## config.mk

```make
export PLATFORM = sky130hd
export DESIGN_NAME = css_queue
export DESIGN_NICKNAME = d
export VERILOG_FILES = /design/src/rtl/css_pkg.sv /design/src/rtl/css_queue.sv
export SDC_FILE = /design/constraint.sdc
export NUM_CORES = 1
export LEC_CHECK = 0
export BUFFER_PORTS_ARGS = -buffer_cell sky130_fd_sc_hd__buf_2
export CAP_MARGIN = 30
export CORE_MARGIN = 2
export CORE_UTILIZATION = 52
export CTS_BUF_LIST = sky130_fd_sc_hd__clkbuf_4 sky130_fd_sc_hd__clkbuf_8 sky130_fd_sc_hd__clkbuf_16
export DETAILED_ROUTE_END_ITERATION = 12
export PLACE_DENSITY_LB_ADDON = 0.25
export SYNTH_ARGS = -nofsm -noshare
export SYNTH_HDL_FRONTEND = slang
export SYNTH_SLANG_ARGS = --single-unit
```

## constraint.sdc

```tcl
create_clock -name clock -period 7.5 [get_ports clock]
set_input_delay 0.375 -clock clock [delete_from_list [all_inputs] [get_ports clock]]
set_output_delay 0.375 -clock clock [all_outputs]
set_load 0.01 [all_outputs]
```

## src/rtl/css_pkg.sv

```systemverilog
`timescale 1ns / 1ps
// ---------------------------------------------------------------------------
// css_pkg: shared types and constants for the cosine similarity stream
// Widths follow from the longest vector that is accumulated exactly.
// ---------------------------------------------------------------------------
package css_pkg;

   // longest vector that is accumulated; later pairs are dropped
   localparam int MAX_LEN  = 1024;
   localparam int LEN_LOG  = $clog2(MAX_LEN);
   localparam int CNT_W    = $clog2(MAX_LEN + 1);

   // element and product widths (Q3.12 elements)
   localparam int ELEM_W   = 16;
   localparam int PROD_W   = 2 * ELEM_W;      // signed a*b
   localparam int SQR_W    = 2 * ELEM_W - 1;  // a*a <= 2^30

   // accumulators: sum of squares and signed dot product
   localparam int SQ_W     = SQR_W + LEN_LOG;
   localparam int DOT_W    = SQ_W + 1;

   // back end arithmetic
   localparam int P_W      = 2 * SQ_W;        // sa*sb and dot^2
   localparam int SUM_W    = P_W + 34;        // o^2*P, dot^2*2^32, with headroom
   localparam int OP_W     = P_W + 16;        // o*P
   localparam int U_W      = 15;              // magnitude minus one
   localparam int BIT_W    = $clog2(U_W);
   localparam int MCNT_W   = $clog2(SQ_W);
   localparam int COS_W    = 16;
   localparam int SHIFT_W  = 5;

   // request queue between front and back
   localparam int QDEPTH   = 2;
   localparam int QPTR_W   = $clog2(QDEPTH);
   localparam int QCNT_W   = $clog2(QDEPTH + 1);

   // one finished vector pair, handed from front to back
   typedef struct packed {
      logic signed [DOT_W-1:0] dot;
      logic [SQ_W-1:0]         sum_a;
      logic [SQ_W-1:0]         sum_b;
      logic                    too_long;
   } job_type;

   typedef enum logic [2:0] {
      BK_IDLE,
      BK_MUL,
      BK_CHECK,
      BK_ADD,
      BK_CMP,
      BK_OUT
   } back_state_type;

endpackage

```

## src/rtl/css_queue.sv

```systemverilog
`timescale 1ns / 1ps
// ---------------------------------------------------------------------------
// css_queue: short queue of finished vector totals
// Lets the front keep accepting requests while the back is still dividing.
// ---------------------------------------------------------------------------
module css_queue import css_pkg::*; (
   input  logic              clock,
   input  logic              reset,
   input  logic              push_valid,
   input  job_type           push_job,
   input  logic              pop,
   output logic              pop_valid,
   output job_type           pop_job,
   output logic [QCNT_W-1:0] count
);

   job_type             entry_ff [QDEPTH];
   logic [QPTR_W-1:0]   wr_ptr_ff, wr_ptr_in;
   logic [QPTR_W-1:0]   rd_ptr_ff, rd_ptr_in;
   logic [QCNT_W-1:0]   count_ff,  count_in;
   logic                do_pop;

   assign pop_valid = count_ff != '0;
   assign pop_job   = entry_ff[rd_ptr_ff];
   assign count     = count_ff;
   assign do_pop    = pop & pop_valid;

   // pointer and fill bookkeeping
   always_comb begin
      wr_ptr_in = wr_ptr_ff;
      rd_ptr_in = rd_ptr_ff;
      count_in  = count_ff;
      if (push_valid) begin
         wr_ptr_in = (wr_ptr_ff == QPTR_W'(QDEPTH - 1)) ? '0 : wr_ptr_ff + QPTR_W'(1);
      end
      if (do_pop) begin
         rd_ptr_in = (rd_ptr_ff == QPTR_W'(QDEPTH - 1)) ? '0 : rd_ptr_ff + QPTR_W'(1);
      end
      if (push_valid && !do_pop) begin
         count_in = count_ff + QCNT_W'(1);
      end else if (!push_valid && do_pop) begin
         count_in = count_ff - QCNT_W'(1);
      end
   end

   always_ff @(posedge clock) begin
      if (reset) begin
         wr_ptr_ff <= '0;
         rd_ptr_ff <= '0;
         count_ff  <= '0;
      end else begin
         wr_ptr_ff <= wr_ptr_in;
         rd_ptr_ff <= rd_ptr_in;
         count_ff  <= count_in;
      end
   end

   always_ff @(posedge clock) begin
      if (push_valid) begin
         entry_ff[wr_ptr_ff] <= push_job;
      end
   end

endmodule

```

# Word-level counts from Yosys, hierarchy flattened
# Memory sizes are Yosys's and may differ from the RTL's. A register that Yosys moved wholly into a read port is not among the register bits.
# Index checks and enable logic that the tools add are counted.
[classes]
addsub = 4
muxes = 8
reduce_logical = 6
bitwise_logic = 1
[op_table]
columns = ["op", "count"]
rows = [
  ["$mux W1", 6],
  ["$mux W2", 2],
  ["$reduce_bool A2 Y1", 2],
  ["$add A1 B1 Y1 const B", 2],
  ["$add A2 B1 Y2 const B", 1],
  ["$logic_and A1 B1 Y1", 2],
  ["$logic_not A1 Y1", 2],
  ["$sub A2 B1 Y2 const B", 1],
  ["$and A1 B1 Y1", 1],
]
[word_totals]
register_bits = 4
inputBits = 129
word_cells = 23
ram_bits = 250
out_inout_bits = 128
memories = 1
[memory_table]
columns = ["name", "depth", "width", "read_ports", "rd_clocked_by_memory_dff", "write_ports", "line_no", "text"]
rows = [
  ["entry_ff", 2, 125, 1, 1, 1, "css_queue.sv:17", "job_type entry_ff [QDEPTH];"],
]

# Longest topological paths before layout
# Gate-level depths: netlist (run 1).
[logic_depth]
depth_word = 5
ltp_mapped = 5

# Worst setup path before layout (run 1)
# OpenSTA, ideal clock, no wires.
[synth_timing]
path_kind = "register to register"
start = "register wr_ptr_ff"
end = "memory entry_ff[0][0] (netlist name) (enable)"
required_time_ns = 6.874
slack_ns = 1.021
period_less_slack_ns = 6.479
arrival_ns = 5.853
path_stages_with_launch = 2
path_buffers = 0
setup_time_ns = 0.626
cell_sequence = "dfxtp_1 > nor2b_1"
[synth_lines]
columns = ["element", "line_no", "text"]
rows = [
  ["from (decl)", "css_queue.sv:18", "logic [QPTR_W-1:0] wr_ptr_ff, wr_ptr_in;"],
  ["from (signal assigned)", "css_queue.sv:52", "wr_ptr_ff <= wr_ptr_in;"],
  ["to (decl)", "css_queue.sv:17", ""],
]
# Straight into the memory's write port.

==> results of run 1 <==
sequential cells by signal (all words and copies together) (netlist names), named ones only:
signal	flops
entry_ff	250
rd_ptr_ff	1
count	2
wr_ptr_ff	1
per-layer routing:
metal / share of wire, % / wire length (um)
met2: 49 / 8570
met1: 38 / 6620
met3: 11 / 1830
met4: 1.7 / 301
met5: 0 / 0
worst min-delay path by stage:
stage	startpoint	endpoint	depth (start not counted)
2_1_floorplan	reset	count[1]$_SDFFE_PP0P_	1
3_3_place_gp	count[1]$_SDFFE_PP0P_	count[1]$_SDFFE_PP0P_	2
3_5_place_dp	rd_ptr_ff$_SDFFE_PP0P_	rd_ptr_ff$_SDFFE_PP0P_	2
4_1_cts	push_job[42]	entry_ff[1][42]$_DFFE_PP_	1
5_1_grt	push_job[42]	entry_ff[1][42]$_DFFE_PP_	1
6_report	push_job[42]	entry_ff[1][42]$_DFFE_PP_	1
layout by cell type, fill, tap and decap left out, drive strengths merged:
cell type / synthesis / final
xnor2: 1 / 1
or3: 1 / 1
nor2b: 1 / 1
clkinv: 0 / 14
a21oi: 1 / 1
bufinv: 0 / 1
xor2: 3 / 3
buf: 14 / 261
nor2: 4 / 4
or2: 1 / 1
edfxtp: 250 / 250
diode: 0 / 3
mux2: 125 / 125
o21ai: 2 / 2
dfxtp: 5 / 5
and2: 1 / 1
ha: 1 / 1
clkbuf: 0 / 32
report_power, final:
group | switching, uW | internal (uW) | leakage [uW] | total [uW]
combinational | 412 | 438 | 0.00172 | 851
sequential | 49.1 | 1670 | 0.00239 | 1720
clock | 488 | 705 | 0.000408 | 1190
per-stage QoR:
| stage | worst slack (ps) | power [uW] | cell area [um^2] | hold WS (ps) | instances |
|---|---|---|---|---|---|
| 2_1_floorplan | 1020 | 2340 | 9420 | 444 | 410 |
| 3_3_place_gp | 5040 | 2600 | 10900 | 492 | 886 |
| 3_5_place_dp | 5000 | 2620 | 10900 | 494 | 886 |
| 4_1_cts | 4640 | 3810 | 11700 | 27.3 | 933 |
| 5_1_grt | 4530 | 3920 | 11700 | 28.4 | 936 |
| 6_report | 4680 | 3770 | 11700 | 50.0 | 936 |
kinds of logic (layout without fill, tap and decap cells):
kind of cell / count (synthesis) / after routing / synth area share, %
DFF: 255 / 255 / 80.8
muxes: 125 / 125 / 16.9
buffers and inverters: 14 / 308 / 1.21
and+or+nand+nor: 8 / 8 / 0.425
xor gates and xnor gates: 4 / 4 / 0.372
AOI/OAI and AO/OA: 3 / 3 / 0.159
adders and majority gates: 1 / 1 / 0.133
other: 0 / 3 / 0
cell type report:
class | instances | area (um^2) | share of cell area, %
timing repair buffer | 261 | 1320 | 11.2
sequential | 255 | 7610 | 64.9
tap | 229 | 287 | 2.44
multi-input combinational | 141 | 1710 | 14.6
clock buffer | 32 | 713 | 6.08
clock inverter | 15 | 91.3 | 0.778
antenna | 3 | 7.51 | 0.0640
==> implementation parameters, run 1 <==
Parameter                              Value

Run status
  Result of the run    complete, no violations

Yosys
  Synth Register Bits    255
  Synthesized cell area    9420 um^2
  Mapped Nets    540
  Biggest area contributors in the synthesized netlist    edfxtp_1 (80%), mux2_2 (9.0%), mux2_4 (8.0%), dfxtp_1 (1.1%), buf_6 (0.84%)
  Synth top cells by count    edfxtp_1 (250), mux2_2 (75), mux2_4 (50)
  Most common flop cell mapped by yosys    edfxtp_1
  Dominant cell type by area after synthesis    edfxtp_1
  Portion of synthesized cell area occupied by the leading cell type    79.7%
  Share of flip-flops with an asynchronous set or reset    0%
  Share of the yosys chip area belonging to registers    80.8%
  Gate count of the mapped netlist    410
  Mean Syn Cell Area    around 23 um^2
  Most frequently used cell type in the post-synthesis netlist    edfxtp_1
  Synth cell types    16
  Count of synthesis-stage warnings from yosys    0
  Number of enable flip-flop cells after synthesis    250

Power
  Static Leak    0.00452 uW
  PwrDens    321 nW/um^2
  Peak ir drop on the vdd network    between 0.2 and 0.3 mV

Final layout
  Utilization of the core after routing    65.8%
  Net count reported at finish    815
  Number of fill cells    1260
  Area growth syn-to-layout    24.6%
  Proportion of layout cells with a drive suffix above 1    61.1%

Worst setup path
  Cell class contributing the biggest share of worst-path delay    buffers and inverters
  Startpoint type of the worst setup path    flop
  Worst R2R Start    wr_ptr_ff$_SDFFE_PP0P_
  Critical Path RT    7120 ps
  Reg2Reg Depth    2
  Type of destination of the critical path    primary output
  Number of buffers and inverters on the critical path    2
  Worst reg2reg path endpoint    entry_ff[1][64]$_DFFE_PP_
  Critical Path Sink    pop_job[112]
  Class of the most critical setup path    flop to primary output
  Cell type of the slowest stage on the worst timing path    buf_4
  CP Depth    3
  Crit path max fanout    46
  Setup slack, reg-to-reg    5110 ps
  Delay of the slowest cell on the worst path    720 ps
  Arrival time reported for the critical path endpoint    2450 ps
  CP cell instances    buf_4 > mux2_2 > buf_2

Detailed routing
  Number of DRC markers after the initial detailed-route iteration    218
  First-pass iteration count of the detailed router    4
  Count of unresolved DRC violations after routing    0
  Routed Wire Length    17300 um
  Via total after detailed routing    between 4000 and 5000
  Wirelength per Cell    18.5 um
  Residual antenna-violating net count after detailed routing    0
  Via/cell ratio    around 5.1

Clocking
  Clock-pin transition on the worst setup and hold timing paths    60 ps
  Setup Fix Bufs, Post-CTS    0
  CTS tree    yes
  Clk root buf    clkbuf_16
  CTS max path bufs    3
  Htree depth    1
  TritonCTS Sinks    around 260
  Inserted Clock Buffers    26
  Latest clock arrival within the worst-skew pair    510 ps
  CTS Hold Bufs    0
  Post-cts sizing count    0

Worst hold path
  Type of the most critical hold path    input pin to flop

Global route
  Number of antenna violations at the first check in global routing    3
  Met2 track demand over resource    29.0%
  Total global routing track utilization    17.6%
  Gr busiest metal    met2
  Global-route wire length before repair    26700 um
  Global-route track usage on met1    approximately 22%
  Via count of the first global-routing pass    4959
  Overall overflow remaining after global route    0
  Global-route met3 utilization    6.87%
  Maximum number of pins on one net before global-route repair    69

STA
  Clock Skew    5.38 ps
  FMAX    354 MHz
  Transition time at the pin with the least slew margin    922 ps
  Share of the clock period used by the worst path after layout    37.6%
  Sum Neg Setup Slack    0 ps
  Final Hold Viols    0
  Normalized max-slew margin    38.5%
  Setup repair after global routing missed its margin    no
  Number of endpoints failing setup at the final stage    0
  Final slew viol count    0
  Clock period minus final worst setup slack    2820 ps

Placement
  Placed wire-length estimate    11500 um
  Final estimated routing congestion in global placement    0.774
  IO Port Bufs    ~260

Job
  MaxCap Viol Count    0

Die
  Starting Density    52.8%
  IO Count    257
  Die span in y    139 um
  CORE AREA    17800 um^2
  Die width    about 140 um
  Number of placement rows    49
  Area of the die    19200 um^2
(Power assumes the default switching activity.)
==> run 2: changes to the inputs <==
--- a/config.mk
+++ b/config.mk
@@ -5,10 +5,11 @@
 export SDC_FILE = /design/constraint.sdc
 export NUM_CORES = 1
 export LEC_CHECK = 0
+export ABC_AREA = 1
 export BUFFER_PORTS_ARGS = -buffer_cell sky130_fd_sc_hd__buf_2
 export CAP_MARGIN = 30
 export CORE_MARGIN = 2
-export CORE_UTILIZATION = 52
+export CORE_UTILIZATION = 47
 export CTS_BUF_LIST = sky130_fd_sc_hd__clkbuf_4 sky130_fd_sc_hd__clkbuf_8 sky130_fd_sc_hd__clkbuf_16
 export DETAILED_ROUTE_END_ITERATION = 12
 export PLACE_DENSITY_LB_ADDON = 0.25
==> constraint.sdc (replaced) <==
create_clock -name clock -period 2.3 [get_ports clock]
set_input_delay 0.115 -clock clock [delete_from_list [all_inputs] [get_ports clock]]
set_output_delay 0.115 -clock clock [all_outputs]
set_load 0.01 [all_outputs]
==> run 2 against run 1 <==
Compared with the run above:
- synthesized area grew 0.27%
- core utilization up 1.7 points
- critical path type unchanged
- total power increased to 2.9 times the previous value
- die area up 11%
- highest routed layer unchanged
- largest power group unchanged
- non-clock buffer count up 130
- clock power rose to 3.4 times the previous value
==> implementation parameters, run 2 <==
Parameter                              Value

Clocking
  Clock-pin transition on the worst setup and hold timing paths    60 ps
  CTS max path bufs    3
  Clk root buf    clkbuf_16
  Setup Fix Bufs, Post-CTS    0
  Htree depth    1
  CTS Hold Bufs    128
  Inserted Clock Buffers    26
  CTS tree    yes
  Latest clock arrival within the worst-skew pair    500 ps
  Post-cts sizing count    0
  TritonCTS Sinks    255

Detailed routing
  Residual antenna-violating net count after detailed routing    0
  Via total after detailed routing    5340
  Number of DRC markers after the initial detailed-route iteration    229
  Routed Wire Length    19500 um
  Wirelength per Cell    17.5 um
  First-pass iteration count of the detailed router    4
  Count of unresolved DRC violations after routing    0
  Via/cell ratio    about 4.8

Global route
  Global-route wire length before repair    30600 um
  Number of antenna violations at the first check in global routing    0
  Overall overflow remaining after global route    0
  Maximum number of pins on one net before global-route repair    72
  Total global routing track utilization    a little under a fifth
  Via count of the first global-routing pass    5940

Power
  Power Total    11100 uW
  PwrDens    between 800 and 900 nW/um^2
  Static Leak    roughly 0.0051 uW
  Peak ir drop on the vdd network    0.713 mV

Yosys
  Synth Register Bits    255
  Synth cell types    15
  Portion of synthesized cell area occupied by the leading cell type    79.5%
  Most frequently used cell type in the post-synthesis netlist    edfxtp_1
  Share of the yosys chip area belonging to registers    80.6%
  Mapped Nets    553
  Mean Syn Cell Area    around 22 um^2
  Dominant cell type by area after synthesis    edfxtp_1
  Synth top cells by count    edfxtp_1 (250), mux2_2 (75), mux2_4 (50)
  Most common flop cell mapped by yosys    edfxtp_1
  Count of synthesis-stage warnings from yosys    0
  Gate count of the mapped netlist    423
  Synthesized cell area    between 9000 and 10000 um^2
  Biggest area contributors in the synthesized netlist    edfxtp_1 (79%), mux2_2 (8.9%), mux2_4 (7.9%), dfxtp_1 (1.1%), buf_6 (0.83%)
  Share of flip-flops with an asynchronous set or reset    0%
  Number of enable flip-flop cells after synthesis    250

Worst hold path
  Startpoint of the worst hold path    push_valid
  Worst Hold Path Cells    3
  Type of the most critical hold path    input pin to flop
  Sink of the worst hold path    count[0]$_SDFFE_PP0P_

Final layout
  Proportion of layout cells with a drive suffix above 1    51.4%
  Highest-count cells in the layout ignoring fill and taps    buf_2 (256), edfxtp_1 (250), dlygate4sd3_1 (128), mux2_2 (75), mux2_4 (50)
  Utilization of the core after routing    67.5%
  Total area of sequential cells    7610 um^2
  Net count reported at finish    approximately 960
  Finished Layout Cells    1113
  Number of fill cells    1318
  Area growth syn-to-layout    40.0%
  Final cell area excluding filler cells    about 13000 um^2
  Commonest non-fill, non-tap cell in the layout    buf_2
  Flip-flop count of the largest register after layout    250
  Antenna diode count    0
  Most flop-heavy register    entry_ff
  Total area of multi-input combinational cells    1700 um^2

Worst setup path
  Type of destination of the critical path    primary output
  Setup slack, reg-to-reg    between 600 and 700 ps
  Critical Path RT    2180 ps
  Reg2Reg Depth    9
  Startpoint type of the worst setup path    flop
  Worst reg2reg path endpoint    count[1]$_SDFFE_PP0P_
  Crit path max fanout    38
  Arrival time reported for the critical path endpoint    ~2000 ps
  Class of the most critical setup path    flop to primary output
  Worst R2R Start    count[1]$_SDFFE_PP0P_

Run status
  Result of the run    complete, no violations

Placement
  Placed insts    ~940
  Placed wire-length estimate    12000 um
  Placed Area    11100 um^2
  Final estimated routing congestion in global placement    0.739
  IO Port Bufs    256

Die
  Starting Density    about half
  IO Count    about 260
  Number of placement rows    51
  Area of the die    21200 um^2
  Die span in y    146 um
  Die width    146 um
  CORE AREA    19600 um^2

STA
  Clock Skew    7.54 ps
  Clock period minus final worst setup slack    2090 ps
  Normalized max-slew margin    72.3%
  FMAX    479 MHz
  Setup repair after global routing missed its margin    no
  Transition time at the pin with the least slew margin    416 ps
  Final slew viol count    0
  Final Hold Viols    0
  Sum Neg Setup Slack    0 ps
  Share of the clock period used by the worst path after layout    90.7%
  Number of endpoints failing setup at the final stage    0

Job
  MaxCap Viol Count    0
run 2: logic make-up (layout without fill, tap and decap cells):
| kind of cell | after synthesis | in the layout | share of synthesized area, % |
|---|---|---|---|
| buf+inv | 22 | 447 | 1.52 |
| fa+ha+maj | 1 | 1 | 0.132 |
| compound gates | 3 | 3 | 0.159 |
| mux | 125 | 125 | 16.9 |
| simple gates | 17 | 17 | 0.742 |
| flops | 255 | 255 | 80.6 |
run 2: worst max-delay path by stage:
stage / from / endpoint / slack (ps) / cells after the start
after floorplan: wr_ptr_ff$_SDFFE_PP0P_ / entry_ff[1][0]$_DFFE_PP_ / -340 / 2
after global placement: flop / pop_job[106] / 760 / 3
after detailed placement: flop / pop_job[109] / 730 / 3
after CTS: flop / pop_job[109] / 170 / 3
after global routing: flop / pop_job[0] / 110 / 3
final: flop / pop_job[106] / 210 / 3
run 2: metal layers:
layer	track usage, %	wire length [um]	up-vias
met3	5.30	1460	42
met4	5.25	493	0
met1	21.7	7700	2598
met2	31.8	9840	224
met5	0	0	-
li1	-	-	2476
run 2: final cells by class:
type	count	share of cell area [%]
clock inverter	12	0.615
timing repair buffer	391	20.4
clock buffer	36	5.72
sequential	255	57.6
inverter	8	0.256
multi-input combinational	146	12.9
tap	265	2.51
run 2: report_power, final:
group / internal (uW) / total (uW) / leakage, uW / switching [uW]
sequential: 5390 / 5490 / 0.00239 / 98.4
clock: 2400 / 4010 / 0.000421 / 1610
combinational: 849 / 1590 / 0.00232 / 744
run 2: worst max-delay path, cell delays in order, from the launching register on:
cell and delay [ps]:
dfxtp_4 610, buf_12 300, mux2_2 370, buf_2 140
run 2: metrics by stage:
stage	setup WS, ps	hold WS [ps]
final	213	67.4
after global routing	108	61.1
after CTS	172	13.8
after detailed placement	726	306
after global placement	761	302
after floorplan	-340	187
==> run 3: changes to the inputs <==
--- a/config.mk
+++ b/config.mk
@@ -8,10 +8,10 @@
 export ABC_AREA = 1
 export BUFFER_PORTS_ARGS = -buffer_cell sky130_fd_sc_hd__buf_2
 export CAP_MARGIN = 30
-export CORE_MARGIN = 2
 export CORE_UTILIZATION = 47
 export CTS_BUF_LIST = sky130_fd_sc_hd__clkbuf_4 sky130_fd_sc_hd__clkbuf_8 sky130_fd_sc_hd__clkbuf_16
 export DETAILED_ROUTE_END_ITERATION = 12
+export MAX_ROUTING_LAYER = met4
 export PLACE_DENSITY_LB_ADDON = 0.25
 export SYNTH_ARGS = -nofsm -noshare
 export SYNTH_HDL_FRONTEND = slang
==> run 3 against run 2 <==
Compared with the run above:
- clock power decreased by 4%
- sequential power about the same
- sequential share of layout area increased by 0.35 points
- fmax increased by 5.5%
- combinational power about the same
- routed wire length decreased by 4.8%
- flip-flop and latch count unchanged
- worst setup slack improved by 110 ps
- critical endpoint is now pop_job[105]
- largest cell class unchanged
- highest routed layer unchanged
==> implementation parameters, run 3 (synthesis gave the netlist of run 2 again) <==
Parameter                              Value

Worst setup path
  Class of the most critical setup path    flop to primary output
  Worst reg2reg path endpoint    wr_ptr_ff$_SDFFE_PP0P_
  Type of destination of the critical path    primary output
  Reg2Reg Depth    5
  Worst R2R Start    wr_ptr_ff$_SDFFE_PP0P_
  Startpoint type of the worst setup path    flop
  Arrival time reported for the critical path endpoint    1860 ps
  CP cell instances    buf_12 > mux2_2 > buf_2
  Crit path max fanout    70
  Critical Path RT    2180 ps
  Setup slack, reg-to-reg    about 600 ps
  Delay of the slowest cell on the worst path    about 400 ps
  Cell type of the slowest stage on the worst timing path    mux2_2

STA
  Clock period minus final worst setup slack    1980 ps
  Normalized max-slew margin    roughly 60%
  Final slew viol count    0
  Clock Skew    8.06 ps
  FMAX    505 MHz
  Final Hold Viols    0
  Share of the clock period used by the worst path after layout    86.0%
  Setup repair after global routing missed its margin    no
  Number of endpoints failing setup at the final stage    0
  Transition time at the pin with the least slew margin    576 ps

Clocking
  CTS tree    yes
  Clk root buf    clkbuf_16
  TritonCTS Sinks    approximately 260
  Setup Fix Bufs, Post-CTS    0
  CTS max path bufs    3
  Latest clock arrival within the worst-skew pair    slightly above 500 ps
  Post-cts sizing count    0
  Htree depth    1
  Inserted Clock Buffers    26
  Clock-pin transition on the worst setup and hold timing paths    60 ps

Final layout
  Number of fill cells    about 1300
  Proportion of layout cells with a drive suffix above 1    51.1%
  Finished Layout Cells    1107
  Net count reported at finish    957
  Flip-flop count of the largest register after layout    250
  Highest-count cells in the layout ignoring fill and taps    buf_2 (256), edfxtp_1 (250), dlygate4sd3_1 (128), mux2_2 (75), mux2_4 (50)
  Antenna diode count    0
  Commonest non-fill, non-tap cell in the layout    buf_2
  Utilization of the core after routing    67.1%
  Most flop-heavy register    entry_ff
  Area growth syn-to-layout    39.1%

Die
  Area of the die    about 21000 um^2
  Die span in y    144 um
  CORE AREA    approximately 20000 um^2
  IO Count    around 260
  Number of placement rows    51
  Die width    between 100 and 150 um
  Starting Density    between 40% and 50%

Global route
  Number of antenna violations at the first check in global routing    0
  Gr busiest metal    met2
  Maximum number of pins on one net before global-route repair    86
  Total global routing track utilization    18.3%
  Global-route track usage on met1    slightly above 20%
  Overall overflow remaining after global route    0
  Global-route wire length before repair    27900 um
  Via count of the first global-routing pass    approximately 5700
  Met2 track demand over resource    32.3%
  Global-route met3 utilization    5.10%

Detailed routing
  Count of unresolved DRC violations after routing    0
  Number of DRC markers after the initial detailed-route iteration    193
  Routed Wire Length    18600 um
  Via total after detailed routing    5290
  Residual antenna-violating net count after detailed routing    0
  Wirelength per Cell    16.8 um
  Via/cell ratio    about 4.8
  First-pass iteration count of the detailed router    4

Job
  MaxCap Viol Count    0

Worst hold path
  Worst Hold Path Cells    3
  Sink of the worst hold path    count[0]$_SDFFE_PP0P_
  Startpoint of the worst hold path    push_valid
  Type of the most critical hold path    input pin to flop

Power
  Peak ir drop on the vdd network    0.855 mV
  PwrDens    829 nW/um^2
  Static Leak    0.00510 uW

Placement
  Placed insts    936
  IO Port Bufs    256
  Final estimated routing congestion in global placement    approximately 0.74

Run status
  Result of the run    complete, no violations
## run 3: final cells by class
cell class	instances	area, um^2	area share, %
clock buffer	33	721	5.48
clock inverter	10	68.8	0.524
inverter	8	33.8	0.257
multi-input combinational	146	1700	13.0
sequential	255	7610	57.9
tap	265	332	2.52
timing repair buffer	390	2670	20.3
## run 3: stage by stage
step | TNS, ps | instance area, um^2 | setup WS [ps] | power [uW] | hold slack, ps
2_1_floorplan | -77630 | 9460 | -340 | 6430 | 187
6_report | 0 | 13100 | 321 | 10900 | 63.7
3_5_place_dp | 0 | 11100 | 867 | 6970 | 306
4_1_cts | 0 | 13100 | 313 | 11000 | 28.5
5_1_grt | 0 | 13100 | 269 | 11300 | 44.1
3_3_place_gp | 0 | 11100 | 883 | 6930 | 303
## run 3: how the worst max path moves through the flow
stage / start / end / depth (start not counted)
2_1_floorplan: wr_ptr_ff$_SDFFE_PP0P_ / entry_ff[1][0]$_DFFE_PP_ / 2
3_3_place_gp: flop / pop_job[105] / 3
3_5_place_dp: count[0]$_SDFFE_PP0P_ / count[1]$_SDFFE_PP0P_ / 9
4_1_cts: flop / pop_job[22] / 3
5_1_grt: flop / pop_job[4] / 3
6_report: flop / pop_job[105] / 3
## run 3: repair_timing
item / 4_1_cts / 5_1_grt
hold buffers: 128 / 0
endpoints found under the hold margin: 255 / 0
setup endpoints to repair: 0 / 0
## run 3: layer usage
layer | routed length [um] | share of wire [%] | vias to the layer above
met3 | 1490 | 8.0 | 29
li1 | - | - | 2470
met1 | 7290 | 39 | 2569
met4 | 363 | 2.0 | 0
met5 | 0 | 0 | -
met2 | 9410 | 51 | 222
## run 3: where the power goes
group	switching [uW]	internal (uW)
registers	68.7	5390
clock network	1550	2300
logic	753	839
total	2370	8530
## run 3: critical path: cells and delay by family, from the launching register on
kind	cells	cell delay (ps)
buffers and inverters	2	430
DFF	1	370
muxes	1	400
